===== src/rtl/infix_to_prefix_converter_top_defines.svh =====
// Assertion macros shared by the converter RTL.
`ifndef INFIX_TO_PREFIX_CONVERTER_TOP_DEFINES_SVH
`define INFIX_TO_PREFIX_CONVERTER_TOP_DEFINES_SVH

// Same-cycle implication, disabled while reset is asserted.
`define ITP_ASSERT_IMM(lbl, clk, rstn, ante, cons, msg) \
  lbl: assert property (@(posedge clk) disable iff (!rstn) (ante) |-> (cons)) \
    else $error(msg);

// Next-cycle implication, disabled while reset is asserted.
`define ITP_ASSERT_NXT(lbl, clk, rstn, ante, cons, msg) \
  lbl: assert property (@(posedge clk) disable iff (!rstn) (ante) |=> (cons)) \
    else $error(msg);

`endif


===== src/rtl/itp_pkg.sv =====
// Package: sizes, character codes, types and helpers of the infix-to-prefix converter.
package itp_pkg;

  localparam int unsigned DEPTH = 64;
  localparam int unsigned AW    = $clog2(DEPTH);
  localparam int unsigned CW    = $clog2(DEPTH + 1);

  localparam logic [7:0] CH_PLUS  = 8'h2B;
  localparam logic [7:0] CH_MINUS = 8'h2D;
  localparam logic [7:0] CH_MUL   = 8'h2A;
  localparam logic [7:0] CH_DIV   = 8'h2F;
  localparam logic [7:0] CH_POW   = 8'h5E;
  localparam logic [7:0] CH_OPEN  = 8'h28;
  localparam logic [7:0] CH_CLOSE = 8'h29;

  typedef enum logic [1:0] {
    ERR_NONE     = 2'd0,
    ERR_BAD_CHAR = 2'd1,
    ERR_PAREN    = 2'd2,
    ERR_OVERFLOW = 2'd3
  } err_e;

  typedef enum logic [2:0] {
    CLS_OPERAND,
    CLS_OPEN,
    CLS_CLOSE,
    CLS_OPER,
    CLS_BAD
  } cls_e;

  typedef enum logic [3:0] {
    ST_LOAD,
    ST_SCAN_RD,
    ST_SCAN,
    ST_CLOSE_RD,
    ST_CLOSE,
    ST_OP_RD,
    ST_OP,
    ST_FIN_RD,
    ST_FIN,
    ST_EMIT_RD,
    ST_EMIT,
    ST_ERR
  } state_e;

  typedef enum logic {
    SRC_SCAN,
    SRC_STACK
  } emit_src_e;

  typedef enum logic {
    PSH_SCAN,
    PSH_CUR
  } push_src_e;

  // Commands from the controller to the datapath.
  typedef struct packed {
    logic      expr_wr;
    logic      scan_init;
    logic      scan_rd;
    logic      cur_ld;
    logic      stk_push;
    push_src_e push_src;
    logic      stk_rd;
    logic      stk_dec;
    logic      out_wr;
    emit_src_e out_src;
    logic      emit_init;
    logic      emit_rd;
    logic      res_ld;
    logic      res_err;
    logic      err_ld;
    err_e      err_code;
    logic      clr_run;
  } cmd_t;

  // Status from the datapath to the controller.
  typedef struct packed {
    logic ovf_any;
    logic scan_done;
    cls_e cls;
    logic sp_zero;
    logic top_open;
    logic top_pops;
    logic out_empty;
    logic emit_done;
    logic out_free;
  } sts_t;

  function automatic logic [7:0] swap_paren(input logic [7:0] c);
    logic [7:0] r;
    r = c;
    if (c == CH_OPEN) begin
      r = CH_CLOSE;
    end else if (c == CH_CLOSE) begin
      r = CH_OPEN;
    end
    return r;
  endfunction

  function automatic logic [1:0] rank_of(input logic [7:0] c);
    logic [1:0] r;
    r = 2'd0;
    if (c == CH_PLUS || c == CH_MINUS) begin
      r = 2'd1;
    end else if (c == CH_MUL || c == CH_DIV) begin
      r = 2'd2;
    end else if (c == CH_POW) begin
      r = 2'd3;
    end
    return r;
  endfunction

  function automatic cls_e classify(input logic [7:0] c);
    cls_e r;
    r = CLS_BAD;
    if ((c >= 8'h61 && c <= 8'h7A) || (c >= 8'h41 && c <= 8'h5A) ||
        (c >= 8'h30 && c <= 8'h39)) begin
      r = CLS_OPERAND;
    end else if (c == CH_OPEN) begin
      r = CLS_OPEN;
    end else if (c == CH_CLOSE) begin
      r = CLS_CLOSE;
    end else if (rank_of(c) != 2'd0) begin
      r = CLS_OPER;
    end
    return r;
  endfunction

endpackage


===== src/rtl/itp_in_if.sv =====
// Input channel: one infix character word per handshake.
interface itp_in_if;
  logic       valid;
  logic       ready;
  logic [7:0] in_char;
  logic       in_last;

  modport source (output valid, output in_char, output in_last, input ready);
  modport sink   (input valid, input in_char, input in_last, output ready);
endinterface


===== src/rtl/itp_out_if.sv =====
// Output channel: one prefix character word per handshake.
interface itp_out_if;
  logic       valid;
  logic       ready;
  logic [7:0] out_char;
  logic       out_last;
  logic [1:0] error_code;

  modport source (output valid, output out_char, output out_last, output error_code,
                  input ready);
  modport sink   (input valid, input out_char, input out_last, input error_code,
                  output ready);
endinterface


===== src/rtl/infix_to_prefix_converter_top.sv =====
// Top level: infix-to-prefix converter, controller plus datapath.
//
//   channel   dir  word                             accepted when
//   in_i      in   in_char[7:0], in_last            valid && ready
//   out_o     out  out_char[7:0], out_last, code    valid && ready
//
// One character is taken per cycle while loading. After the final one the scan
// reads the stored text backwards; operators check the stack top, a ')' pops it,
// the finish pops the rest, and then each prefix word is read and sent; the
// memory reads are registered. Reset is asynchronous, active low, and empties
// all stores. Input is taken only while loading; a stalled output holds its word
// and pauses the emit; loading resumes once the final word is registered.
module infix_to_prefix_converter_top
  import itp_pkg::*;
(
  input  logic             clk_i,
  input  logic             rst_ni,
  itp_in_if.sink           in_i,
  itp_out_if.source        out_o
);

  cmd_t cmd;
  sts_t sts;
  logic in_ready;

  assign in_i.ready = in_ready;

  itp_ctrl u_ctrl (
    .clk_i      (clk_i),
    .rst_ni     (rst_ni),
    .in_valid_i (in_i.valid),
    .in_last_i  (in_i.in_last),
    .in_ready_o (in_ready),
    .sts_i      (sts),
    .cmd_o      (cmd)
  );

  itp_dp u_dp (
    .clk_i        (clk_i),
    .rst_ni       (rst_ni),
    .cmd_i        (cmd),
    .sts_o        (sts),
    .in_char_i    (in_i.in_char),
    .out_ready_i  (out_o.ready),
    .out_valid_o  (out_o.valid),
    .out_char_o   (out_o.out_char),
    .out_last_o   (out_o.out_last),
    .error_code_o (out_o.error_code)
  );

endmodule


===== src/rtl/itp_dp.sv =====
// Datapath: expression, operator stack and output memories, counters, result register.
`include "infix_to_prefix_converter_top_defines.svh"

module itp_dp
  import itp_pkg::*;
(
  input  logic       clk_i,
  input  logic       rst_ni,
  input  cmd_t       cmd_i,
  output sts_t       sts_o,
  input  logic [7:0] in_char_i,
  input  logic       out_ready_i,
  output logic       out_valid_o,
  output logic [7:0] out_char_o,
  output logic       out_last_o,
  output logic [1:0] error_code_o
);

  logic [7:0] expr_mem [DEPTH];
  logic [7:0] stk_mem  [DEPTH];
  logic [7:0] out_mem  [DEPTH];

  logic [CW-1:0] expr_len_q, idx_q, sp_q, out_len_q, emit_q;
  logic          ovf_q;
  logic [7:0]    expr_rd_q, stk_rd_q, out_rd_q, cur_q;
  err_e          err_q;
  logic          out_valid_q, out_last_q;
  logic [7:0]    out_char_q;
  logic [1:0]    out_code_q;

  logic [CW-1:0] idx_m1, sp_m1, emit_m1;
  logic          expr_full, stk_full, out_full;
  logic [7:0]    scan_c, push_val, emit_val;
  logic [1:0]    rank_top, rank_cur;

  assign idx_m1    = idx_q - 1'b1;
  assign sp_m1     = sp_q - 1'b1;
  assign emit_m1   = emit_q - 1'b1;
  assign expr_full = (expr_len_q == CW'(DEPTH));
  assign stk_full  = (sp_q == CW'(DEPTH));
  assign out_full  = (out_len_q == CW'(DEPTH));

  // Scan runs over the stored text backwards with parentheses swapped.
  assign scan_c   = swap_paren(expr_rd_q);
  assign push_val = (cmd_i.push_src == PSH_CUR) ? cur_q : scan_c;
  assign emit_val = (cmd_i.out_src == SRC_STACK) ? stk_rd_q : scan_c;
  assign rank_top = rank_of(stk_rd_q);
  assign rank_cur = rank_of(cur_q);

  always_comb begin
    sts_o.ovf_any   = ovf_q || expr_full;
    sts_o.scan_done = (idx_q == '0);
    sts_o.cls       = classify(scan_c);
    sts_o.sp_zero   = (sp_q == '0);
    sts_o.top_open  = (stk_rd_q == CH_OPEN);
    sts_o.top_pops  = (rank_top > rank_cur) || (rank_top == rank_cur && cur_q == CH_POW);
    sts_o.out_empty = (out_len_q == '0);
    sts_o.emit_done = (emit_q == '0);
    sts_o.out_free  = !out_valid_q || out_ready_i;
  end

  // Memories: one write and one registered read each.
  always_ff @(posedge clk_i) begin
    if (cmd_i.expr_wr && !expr_full) begin
      expr_mem[expr_len_q[AW-1:0]] <= in_char_i;
    end
    if (cmd_i.scan_rd) begin
      expr_rd_q <= expr_mem[idx_m1[AW-1:0]];
    end
  end

  always_ff @(posedge clk_i) begin
    if (cmd_i.stk_push && !stk_full) begin
      stk_mem[sp_q[AW-1:0]] <= push_val;
    end
    if (cmd_i.stk_rd) begin
      stk_rd_q <= stk_mem[sp_m1[AW-1:0]];
    end
  end

  always_ff @(posedge clk_i) begin
    if (cmd_i.out_wr && !out_full) begin
      out_mem[out_len_q[AW-1:0]] <= emit_val;
    end
    if (cmd_i.emit_rd) begin
      out_rd_q <= out_mem[emit_m1[AW-1:0]];
    end
  end

  always_ff @(posedge clk_i) begin
    if (cmd_i.cur_ld) begin
      cur_q <= scan_c;
    end
    if (cmd_i.err_ld) begin
      err_q <= cmd_i.err_code;
    end
  end

  always_ff @(posedge clk_i or negedge rst_ni) begin
    if (!rst_ni) begin
      expr_len_q <= '0;
      ovf_q      <= 1'b0;
      sp_q       <= '0;
      out_len_q  <= '0;
    end else if (cmd_i.clr_run) begin
      expr_len_q <= '0;
      ovf_q      <= 1'b0;
      sp_q       <= '0;
      out_len_q  <= '0;
    end else begin
      if (cmd_i.expr_wr) begin
        if (expr_full) begin
          ovf_q <= 1'b1;
        end else begin
          expr_len_q <= expr_len_q + 1'b1;
        end
      end
      if (cmd_i.stk_push && !stk_full) begin
        sp_q <= sp_q + 1'b1;
      end else if (cmd_i.stk_dec) begin
        sp_q <= sp_m1;
      end
      if (cmd_i.out_wr && !out_full) begin
        out_len_q <= out_len_q + 1'b1;
      end
    end
  end

  always_ff @(posedge clk_i or negedge rst_ni) begin
    if (!rst_ni) begin
      idx_q  <= '0;
      emit_q <= '0;
    end else begin
      if (cmd_i.scan_init) begin
        idx_q <= expr_len_q + 1'b1;
      end else if (cmd_i.scan_rd) begin
        idx_q <= idx_m1;
      end
      if (cmd_i.emit_init) begin
        emit_q <= out_len_q;
      end else if (cmd_i.emit_rd) begin
        emit_q <= emit_m1;
      end
    end
  end

  // Result register: hold until taken.
  always_ff @(posedge clk_i or negedge rst_ni) begin
    if (!rst_ni) begin
      out_valid_q <= 1'b0;
    end else if (cmd_i.res_ld) begin
      out_valid_q <= 1'b1;
    end else if (out_ready_i) begin
      out_valid_q <= 1'b0;
    end
  end

  always_ff @(posedge clk_i) begin
    if (cmd_i.res_ld) begin
      if (cmd_i.res_err) begin
        out_char_q <= 8'h00;
        out_last_q <= 1'b1;
        out_code_q <= err_q;
      end else begin
        out_char_q <= out_rd_q;
        out_last_q <= (emit_q == '0);
        out_code_q <= ERR_NONE;
      end
    end
  end

  assign out_valid_o  = out_valid_q;
  assign out_char_o   = out_char_q;
  assign out_last_o   = out_last_q;
  assign error_code_o = out_code_q;

  `ITP_ASSERT_IMM(a_res_free, clk_i, rst_ni, cmd_i.res_ld, !out_valid_q || out_ready_i, "result word overwrites a pending word")
  `ITP_ASSERT_IMM(a_pop_nonempty, clk_i, rst_ni, cmd_i.stk_dec, sp_q != '0, "pop from empty operator stack")
  `ITP_ASSERT_IMM(a_scan_bound, clk_i, rst_ni, cmd_i.scan_rd, idx_q != '0, "scan read past start of expression")
  `ITP_ASSERT_NXT(a_run_clear, clk_i, rst_ni, cmd_i.res_ld && cmd_i.clr_run, expr_len_q == '0 && sp_q == '0 && out_len_q == '0, "run state not cleared after final word")

endmodule


===== src/rtl/itp_ctrl.sv =====
// Controller: state machine that sequences load, reversed scan, stack moves and emit.
module itp_ctrl
  import itp_pkg::*;
(
  input  logic clk_i,
  input  logic rst_ni,
  input  logic in_valid_i,
  input  logic in_last_i,
  output logic in_ready_o,
  input  sts_t sts_i,
  output cmd_t cmd_o
);

  state_e state_q, state_d;
  logic   in_acc;

  assign in_ready_o = (state_q == ST_LOAD);
  assign in_acc     = in_valid_i && in_ready_o;

  always_ff @(posedge clk_i or negedge rst_ni) begin
    if (!rst_ni) begin
      state_q <= ST_LOAD;
    end else begin
      state_q <= state_d;
    end
  end

  always_comb begin
    state_d = state_q;
    unique case (state_q)
      ST_LOAD: begin
        if (in_acc && in_last_i) begin
          state_d = sts_i.ovf_any ? ST_ERR : ST_SCAN_RD;
        end
      end
      ST_SCAN_RD: state_d = sts_i.scan_done ? ST_FIN_RD : ST_SCAN;
      ST_SCAN: begin
        unique case (sts_i.cls)
          CLS_OPERAND, CLS_OPEN: state_d = ST_SCAN_RD;
          CLS_CLOSE:             state_d = ST_CLOSE_RD;
          CLS_OPER:              state_d = ST_OP_RD;
          default:               state_d = ST_ERR;
        endcase
      end
      ST_CLOSE_RD: state_d = sts_i.sp_zero ? ST_ERR : ST_CLOSE;
      ST_CLOSE:    state_d = sts_i.top_open ? ST_SCAN_RD : ST_CLOSE_RD;
      ST_OP_RD:    state_d = sts_i.sp_zero ? ST_SCAN_RD : ST_OP;
      ST_OP:       state_d = sts_i.top_pops ? ST_OP_RD : ST_SCAN_RD;
      ST_FIN_RD: begin
        if (sts_i.sp_zero) begin
          state_d = sts_i.out_empty ? ST_ERR : ST_EMIT_RD;
        end else begin
          state_d = ST_FIN;
        end
      end
      ST_FIN:     state_d = sts_i.top_open ? ST_ERR : ST_FIN_RD;
      ST_EMIT_RD: state_d = sts_i.out_free ? ST_EMIT : ST_EMIT_RD;
      ST_EMIT:    state_d = sts_i.emit_done ? ST_LOAD : ST_EMIT_RD;
      ST_ERR:     state_d = sts_i.out_free ? ST_LOAD : ST_ERR;
      default:    state_d = ST_LOAD;
    endcase
  end

  always_comb begin
    cmd_o          = '0;
    cmd_o.push_src = PSH_SCAN;
    cmd_o.out_src  = SRC_SCAN;
    cmd_o.err_code = ERR_NONE;
    unique case (state_q)
      ST_LOAD: begin
        cmd_o.expr_wr = in_acc;
        if (in_acc && in_last_i) begin
          if (sts_i.ovf_any) begin
            cmd_o.err_ld   = 1'b1;
            cmd_o.err_code = ERR_OVERFLOW;
          end else begin
            cmd_o.scan_init = 1'b1;
          end
        end
      end
      ST_SCAN_RD: cmd_o.scan_rd = !sts_i.scan_done;
      ST_SCAN: begin
        cmd_o.cur_ld = 1'b1;
        unique case (sts_i.cls)
          CLS_OPERAND: cmd_o.out_wr = 1'b1;
          CLS_OPEN:    cmd_o.stk_push = 1'b1;
          CLS_CLOSE, CLS_OPER: ;
          default: begin
            cmd_o.err_ld   = 1'b1;
            cmd_o.err_code = ERR_BAD_CHAR;
          end
        endcase
      end
      ST_CLOSE_RD: begin
        if (sts_i.sp_zero) begin
          cmd_o.err_ld   = 1'b1;
          cmd_o.err_code = ERR_PAREN;
        end else begin
          cmd_o.stk_rd  = 1'b1;
          cmd_o.stk_dec = 1'b1;
        end
      end
      ST_CLOSE: begin
        cmd_o.out_src = SRC_STACK;
        cmd_o.out_wr  = !sts_i.top_open;
      end
      ST_OP_RD: begin
        cmd_o.push_src = PSH_CUR;
        cmd_o.stk_push = sts_i.sp_zero;
        cmd_o.stk_rd   = !sts_i.sp_zero;
      end
      ST_OP: begin
        cmd_o.push_src = PSH_CUR;
        cmd_o.out_src  = SRC_STACK;
        if (sts_i.top_pops) begin
          cmd_o.out_wr  = 1'b1;
          cmd_o.stk_dec = 1'b1;
        end else begin
          cmd_o.stk_push = 1'b1;
        end
      end
      ST_FIN_RD: begin
        if (sts_i.sp_zero) begin
          if (sts_i.out_empty) begin
            cmd_o.err_ld   = 1'b1;
            cmd_o.err_code = ERR_NONE;
          end else begin
            cmd_o.emit_init = 1'b1;
          end
        end else begin
          cmd_o.stk_rd  = 1'b1;
          cmd_o.stk_dec = 1'b1;
        end
      end
      ST_FIN: begin
        cmd_o.out_src = SRC_STACK;
        if (sts_i.top_open) begin
          cmd_o.err_ld   = 1'b1;
          cmd_o.err_code = ERR_PAREN;
        end else begin
          cmd_o.out_wr = 1'b1;
        end
      end
      ST_EMIT_RD: cmd_o.emit_rd = sts_i.out_free;
      ST_EMIT: begin
        cmd_o.res_ld  = 1'b1;
        cmd_o.clr_run = sts_i.emit_done;
      end
      ST_ERR: begin
        cmd_o.res_ld  = sts_i.out_free;
        cmd_o.res_err = 1'b1;
        cmd_o.clr_run = sts_i.out_free;
      end
      default: ;
    endcase
  end

endmodule

===== src/flat_wrapper.sv =====
// flat-port wrapper written by rule: the top's interface ports become plain ports
module infix_to_prefix_converter_top_flat import itp_pkg::*;
  (clk_i, rst_ni, in_i_valid, in_i_in_char, in_i_in_last, in_i_ready, out_o_valid, out_o_out_char, out_o_out_last, out_o_error_code, out_o_ready);
  itp_in_if in_i_i ();
  itp_out_if out_o_i ();
  input  logic clk_i;
  input  logic rst_ni;
  input wire logic [$bits(in_i_i.valid)-1:0] in_i_valid;
  input wire logic [$bits(in_i_i.in_char)-1:0] in_i_in_char;
  input wire logic [$bits(in_i_i.in_last)-1:0] in_i_in_last;
  output wire logic [$bits(in_i_i.ready)-1:0] in_i_ready;
  output wire logic [$bits(out_o_i.valid)-1:0] out_o_valid;
  output wire logic [$bits(out_o_i.out_char)-1:0] out_o_out_char;
  output wire logic [$bits(out_o_i.out_last)-1:0] out_o_out_last;
  output wire logic [$bits(out_o_i.error_code)-1:0] out_o_error_code;
  input wire logic [$bits(out_o_i.ready)-1:0] out_o_ready;
  assign in_i_i.valid = in_i_valid;
  assign in_i_i.in_char = in_i_in_char;
  assign in_i_i.in_last = in_i_in_last;
  assign in_i_ready = in_i_i.ready;
  assign out_o_valid = out_o_i.valid;
  assign out_o_out_char = out_o_i.out_char;
  assign out_o_out_last = out_o_i.out_last;
  assign out_o_error_code = out_o_i.error_code;
  assign out_o_i.ready = out_o_ready;
  infix_to_prefix_converter_top u_core (.clk_i(clk_i), .rst_ni(rst_ni), .in_i(in_i_i), .out_o(out_o_i));
endmodule

===== config.mk =====
export PLATFORM = sky130hd
export DESIGN_NAME = infix_to_prefix_converter_top_flat
export DESIGN_NICKNAME = d
export VERILOG_FILES = /design/src/rtl/itp_pkg.sv /design/src/rtl/itp_in_if.sv /design/src/rtl/itp_out_if.sv /design/src/rtl/infix_to_prefix_converter_top.sv /design/src/rtl/itp_dp.sv /design/src/rtl/itp_ctrl.sv /design/src/flat_wrapper.sv
export VERILOG_INCLUDE_DIRS = /design/src /design/src/rtl
export SDC_FILE = /design/constraint.sdc
export NUM_CORES = 2
export LEC_CHECK = 0
export BUFFER_PORTS_ARGS = -buffer_cell sky130_fd_sc_hd__buf_2
export CORE_UTILIZATION = 63
export CTS_CLUSTER_SIZE = 16
export DETAILED_ROUTE_END_ITERATION = 6
export HOLD_SLACK_MARGIN = 0.05
export PLACE_DENSITY = 0.82
export SYNTH_ARGS = -nofsm -noshare
export SYNTH_HDL_FRONTEND = slang
export SYNTH_HIERARCHICAL = 1
export SYNTH_SLANG_ARGS = --single-unit
export TNS_END_PERCENT = 50

===== constraint.sdc =====
create_clock -name clk_i -period 4.8 [get_ports clk_i]
set_input_delay 0.24 -clock clk_i [delete_from_list [all_inputs] [get_ports clk_i]]
set_output_delay 0.24 -clock clk_i [all_outputs]
set_load 0.01 [all_outputs]

Yosys cells after proc, flatten, opt, wreduce, memory -nomap -nowiden --
Memories as Yosys holds them, arrays and structs flattened. A register that Yosys moved wholly into a read port is not among the register bits. Index checks and enable logic that the tools add are counted.
Word-level totals: input port bits 13, memories 3, flip-flop bits (word level) 62, memory bits (writable) 1536
Memory list:
- u_core.u_dp.expr_mem | depth 64, bits a word 8, read ports 1, clocked after Yosys merged registers in 1, write ports 1, RTL line itp_dp.sv:19 | logic [7:0] expr_mem [DEPTH];
- u_core.u_dp.out_mem | depth 64, bits a word 8, read ports 1, clocked after Yosys merged registers in 1, write ports 1, RTL line itp_dp.sv:21 | logic [7:0] out_mem [DEPTH];
- u_core.u_dp.stk_mem | depth 64, bits a word 8, read ports 1, clocked after Yosys merged registers in 1, write ports 1, RTL line itp_dp.sv:20 | logic [7:0] stk_mem [DEPTH];
Operators by class: $lt $le $gt $ge 7, equal/unequal tests 40, add/subtract/negate cells 6, reduce and logical (&&, ||, !) cells 48, muxes and demuxes 90
Operators with widths (number):
- == test 8 x 6 -> 1 bit (second input constant) | 17
- 2-to-1 mux 7 bit | 12
- case mux 4 bit (12 select lines) | 1
- 2-to-1 mux 3 bit | 14
- 2-to-1 mux 2 bit | 19
- 2-to-1 mux 8 bit | 4
- logical NOT 7 bit | 4
- 2-to-1 mux 1 bit | 26
- == test 8 x 7 -> 1 bit (second input constant) | 3
- 2-to-1 mux 4 bit | 6
- adder 7 x 1 -> 7 bit (second input constant) | 3
- == test 7 bit (second input constant) | 3
- subtractor 7 x 1 -> 7 bit (second input constant) | 3
- == test 4 x 3 -> 1 bit (second input constant) | 4
- == test 4 bit (second input constant) | 4
- >= comparator 8 x 7 -> 1 bit (second input constant) | 2
- <= comparator 8 x 7 -> 1 bit (second input constant) | 2
- case mux 3 bit (5 select lines) | 1
- nonzero test 2 bit | 7
- case mux 4 bit (3 select lines) | 1
- logical OR 1 bit | 11
- logical AND 1 bit | 9
- == test 4 x 2 -> 1 bit (second input constant) | 2
- >= comparator 8 x 6 -> 1 bit (second input constant) | 1
- 18 further kinds | 32

Longest topological paths before layout --
depth after elaboration 21, mapped depth 20, gate-level depth less buffers 18

Hierarchy --
The synthesis kept the hierarchy.
By module, submodules not included:
- itp_dp | cells an instance 3258, area an instance 64269.1 um^2, times used 1
- itp_ctrl | cells an instance 101, area an instance 720.7 um^2, times used 1

Worst setup path after synthesis --
No wires, ideal clock.
path type register -> register, start register u_core.u_dp.idx_q[0], end register u_core.u_dp.idx_q[6], path slack 0.785 ns, setup time 0.141 ns, arrival time 3.873 ns, stages on the path, launching flop included 14, cells stage by stage dfrtp_1 -> buf_6 -> buf_6 -> buf_4 -> buf_2 -> inv_2 -> ha_1 -> and4b_1 -> nor4_1 -> nand2_1 -> or2_2 -> nor4_1 -> xnor2_1 -> o21ai_0
RTL lines:
- start: declaration | RTL line itp_dp.sv:23 | logic [CW-1:0] expr_len_q, idx_q, sp_q, out_len_q, emit_q;
- start signal: assignment | RTL line itp_dp.sv:135 | idx_q <= expr_len_q + 1'b1;
- start signal: assignment | RTL line itp_dp.sv:137 | idx_q <= idx_m1;

==> run summary <==
Status = complete, but fails checks
Failing checks = design-rule violations
Routed len/inst = 31.1 um
N_diodes = 0
EDFF count, synth = 1581
Site Rows = 117
Die area = 104000 um2
Leak pwr = 23.1 nW
CTS Buffer Depth = 3
Num CTS Buffers = 156
Share of cells above drive strength 1 = 23.9%
Largest net degree at the start of global routing = 120
Worst Reg-to-Reg Cells = 16
Synth async-reset ratio = 2.53%
Syn nets = 3383
Yosys warns = 6
Power Density = 678 nW/um2
Starting Density = 63.7%
Initial DRC count = 5612
Crit end category = register
Final hold violation count = 0
Vias in the first global route = 34700
First-pass DRT Iterations = 7
Area leader, netlist = edfxtp_1
Util after Layout = 71.1%
DRC = 2
Sequential area share after synthesis = 74.6%
Max Transition Viols Final = 0
Commonest cells post-synth = 1581 x edfxtp_1, 374 x mux4_2, 259 x nor2_1
Synth Flop Type = edfxtp_1
CTS sink count = 1622
CTS root buf = clkbuf_16
Fin crit share = 96.0%
Synth unique cells = 80
Tot Pwr = 49.2 mW
DRT antenna net count = 0
Skew-Pair Late Insertion Delay = 0.76 ns
CORE AREA = 102000 um2
Critical path type = register to register
Die width = 323 um
Die height = 323 um
GPL Wtd Cong = 0.921
GRT Resource Usage Total = 30.4%
IO buf count = 25
Final setup viols = 0
IO Pins = 26
Maximum VDD drop = 0.000704 V
Total global routing overflow = 0
Count leader, synth = edfxtp_1
Initial antenna violation count = 1
H-tree levels = 4
Unrepaired setup endpoints after global routing = false
Vias/cell = 6.97
First-pass GRT wire length = 229000 um
Worst hold path class = input port to asynchronous set/reset pin
Hpwl dp = 90300 um
CP startpoint kind = register
Critical path data arrival time = 5.08 ns
Synth Cell Area = 65000 um2
FMAX = 217 MHz
FF+latch count, synth = 1622
# fillers = 5617
Post-CTS Setup Bufs = 0
CTS tree = yes
Worst EP required = 5.27 ns
Largest cells by area after synthesis = edfxtp_1 73%, mux4_2 13%, dfrtp_1 1.6%, nor2_1 1.5%, nand2_1 1.5%
Worst Tran Pin Value = 1.37 ns
Nets = 3539
WL final = 156000 um
P&R area growth vs syn = 11.6%
Tmin final = 4.61 ns
Max Cap Violations = 0
Mapped Avg Cell Area = 19.3 um2
Post-Syn Instances = 3359
Slew HR = 8.42%
Area share of the largest cell type after synthesis = 73.1%
Clock skew = 0.0302 ns
Vias post-DR = 34900
Clk slew on worst S/H paths = 0.06 ns
Critical path fanouts, max = 9
per-stage QoR:
stage	setup TNS [ns]	hold WS (ns)	worst slack [ns]	std cells	instance area, um2
floorplan	0	-0.0556	0.785	3359	65000
global placement	0	0.399	0.198	4720	67300
detailed placement	-2.45	0.408	-0.0927	4720	67300
CTS	0	0.123	0.0678	5006	72500
global route	0	0.174	0.00574	5006	72500
finish	0	0.105	0.192	5006	72500
registers in the layout, summed over array words and instances, names as in the netlist, 8 cells and up:
signal and flops:
u_core/u_dp/out_rd_q 8, u_core/u_dp/expr_rd_q 8, u_core/u_dp/expr_mem 512, u_core/u_dp/out_mem 512, u_core/u_dp/stk_mem 512, u_core/u_dp/stk_rd_q 8, u_core/u_dp/cur_q 8, u_core/u_dp/out_char_o 8
cell usage in the layout, fill, tap and decap left out, drive strengths merged, types with 9 or more instances in the layout:
cell type / instances
a21oi: 24
a221oi: 30
a22oi: 15
a31oi: 21
a32o: 13
a32oi: 9
buf: 190
bufinv: 20
clkbuf: 194
clkinv: 55
dfrtp: 41
edfxtp: 1581
ha: 11
inv: 30
mux2: 17
mux2i: 80
mux4: 383
nand2: 258
nand2b: 12
nand3: 96
nand4: 29
nor2: 260
nor2b: 23
nor3: 18
nor3b: 9
o211ai: 15
o21ai: 37
or2: 9
or3: 13
xnor2: 27
xor2: 24
power by group:
| part | switching, mW | internal (mW) | leakage [nW] |
|---|---|---|---|
| combinational | 11.4 | 6.86 | 5.93 |
| sequential | 0.644 | 17.9 | 14.7 |
| clock | 5.17 | 7.17 | 2.49 |
logic make-up (layout without fill, tap and decap cells):
| logic type | count (synthesis) | after routing | share of synthesized area (%) |
|---|---|---|---|
| AOI/OAI and AO/OA | 210 | 210 | 2.42 |
| xor gates and xnor gates | 51 | 51 | 0.768 |
| adders and majority gates | 11 | 11 | 0.212 |
| buffers and inverters | 220 | 499 | 1.75 |
| DFF | 1622 | 1622 | 74.6 |
| muxes | 480 | 480 | 14.9 |
| and+or+nand+nor | 765 | 765 | 5.37 |
repair_timing:
item / CTS / global route
setup endpoints to repair: 272 / 454
hold buffers: 5 / 0
endpoints found under the hold margin: 49 / 0
resized for setup: 6 / 10
layer usage:
| layer | GRT usage [%] | vias to the layer above | wire [um] |
|---|---|---|---|
| li1 | - | 13900 | - |
| met1 | 41.1 | 17800 | 55200 |
| met2 | 49.5 | 2729 | 77500 |
| met3 | 6.12 | 452 | 16600 |
| met4 | 12.0 | 2 | 6500 |
| met5 | 0 | - | 17 |
cell type report:
class,count,area [um2],share of cell area (%)
clock buffer,194,4100,5.65
inverter,23,86.3,0.119
timing repair buffer,195,1510,2.09
clock inverter,87,1050,1.45
multi-input combinational,1517,15500,21.4
sequential,1622,48500,66.9
tap,1368,1710,2.36
critical path, cell delays in order (launching register included):
cell and delay (ns):
edfxtp_1 0.44, nor4b_2 0.45, nand2_1 0.15, nor3b_1 0.27
a21oi_1 0.08, nand2b_1 0.16, ha_1 0.28, nand2b_1 0.10
a21oi_1 0.06, a31oi_1 0.34, a31oi_1 0.14, o21ai_1 0.28
a21boi_4 0.39, and2_1 0.28, nand2_1 0.42, nor2_1 0.26
buf_4 0.21
final timing paths:
path                                    startpoint  slack (ns)                          end
hold / removal                              rst_ni        0.10      u_core/u_dp/out_valid_o
min in group clk_i                 in_i_in_char[7]        0.17  u_core/u_dp/expr_mem[55][7]
setup / recovery           u_core/u_dp/stk_rd_q[6]        0.19   u_core/u_dp/out_mem[10][5]
hold reg to reg                  u_core/u_dp/ovf_q        0.51            u_core/u_dp/ovf_q
setup reg to reg           u_core/u_dp/stk_rd_q[6]        0.19   u_core/u_dp/out_mem[10][5]
max in group asynchronous                   rst_ni        4.08          u_core/u_dp/sp_q[0]
Power figures use the tool's default switching activity.
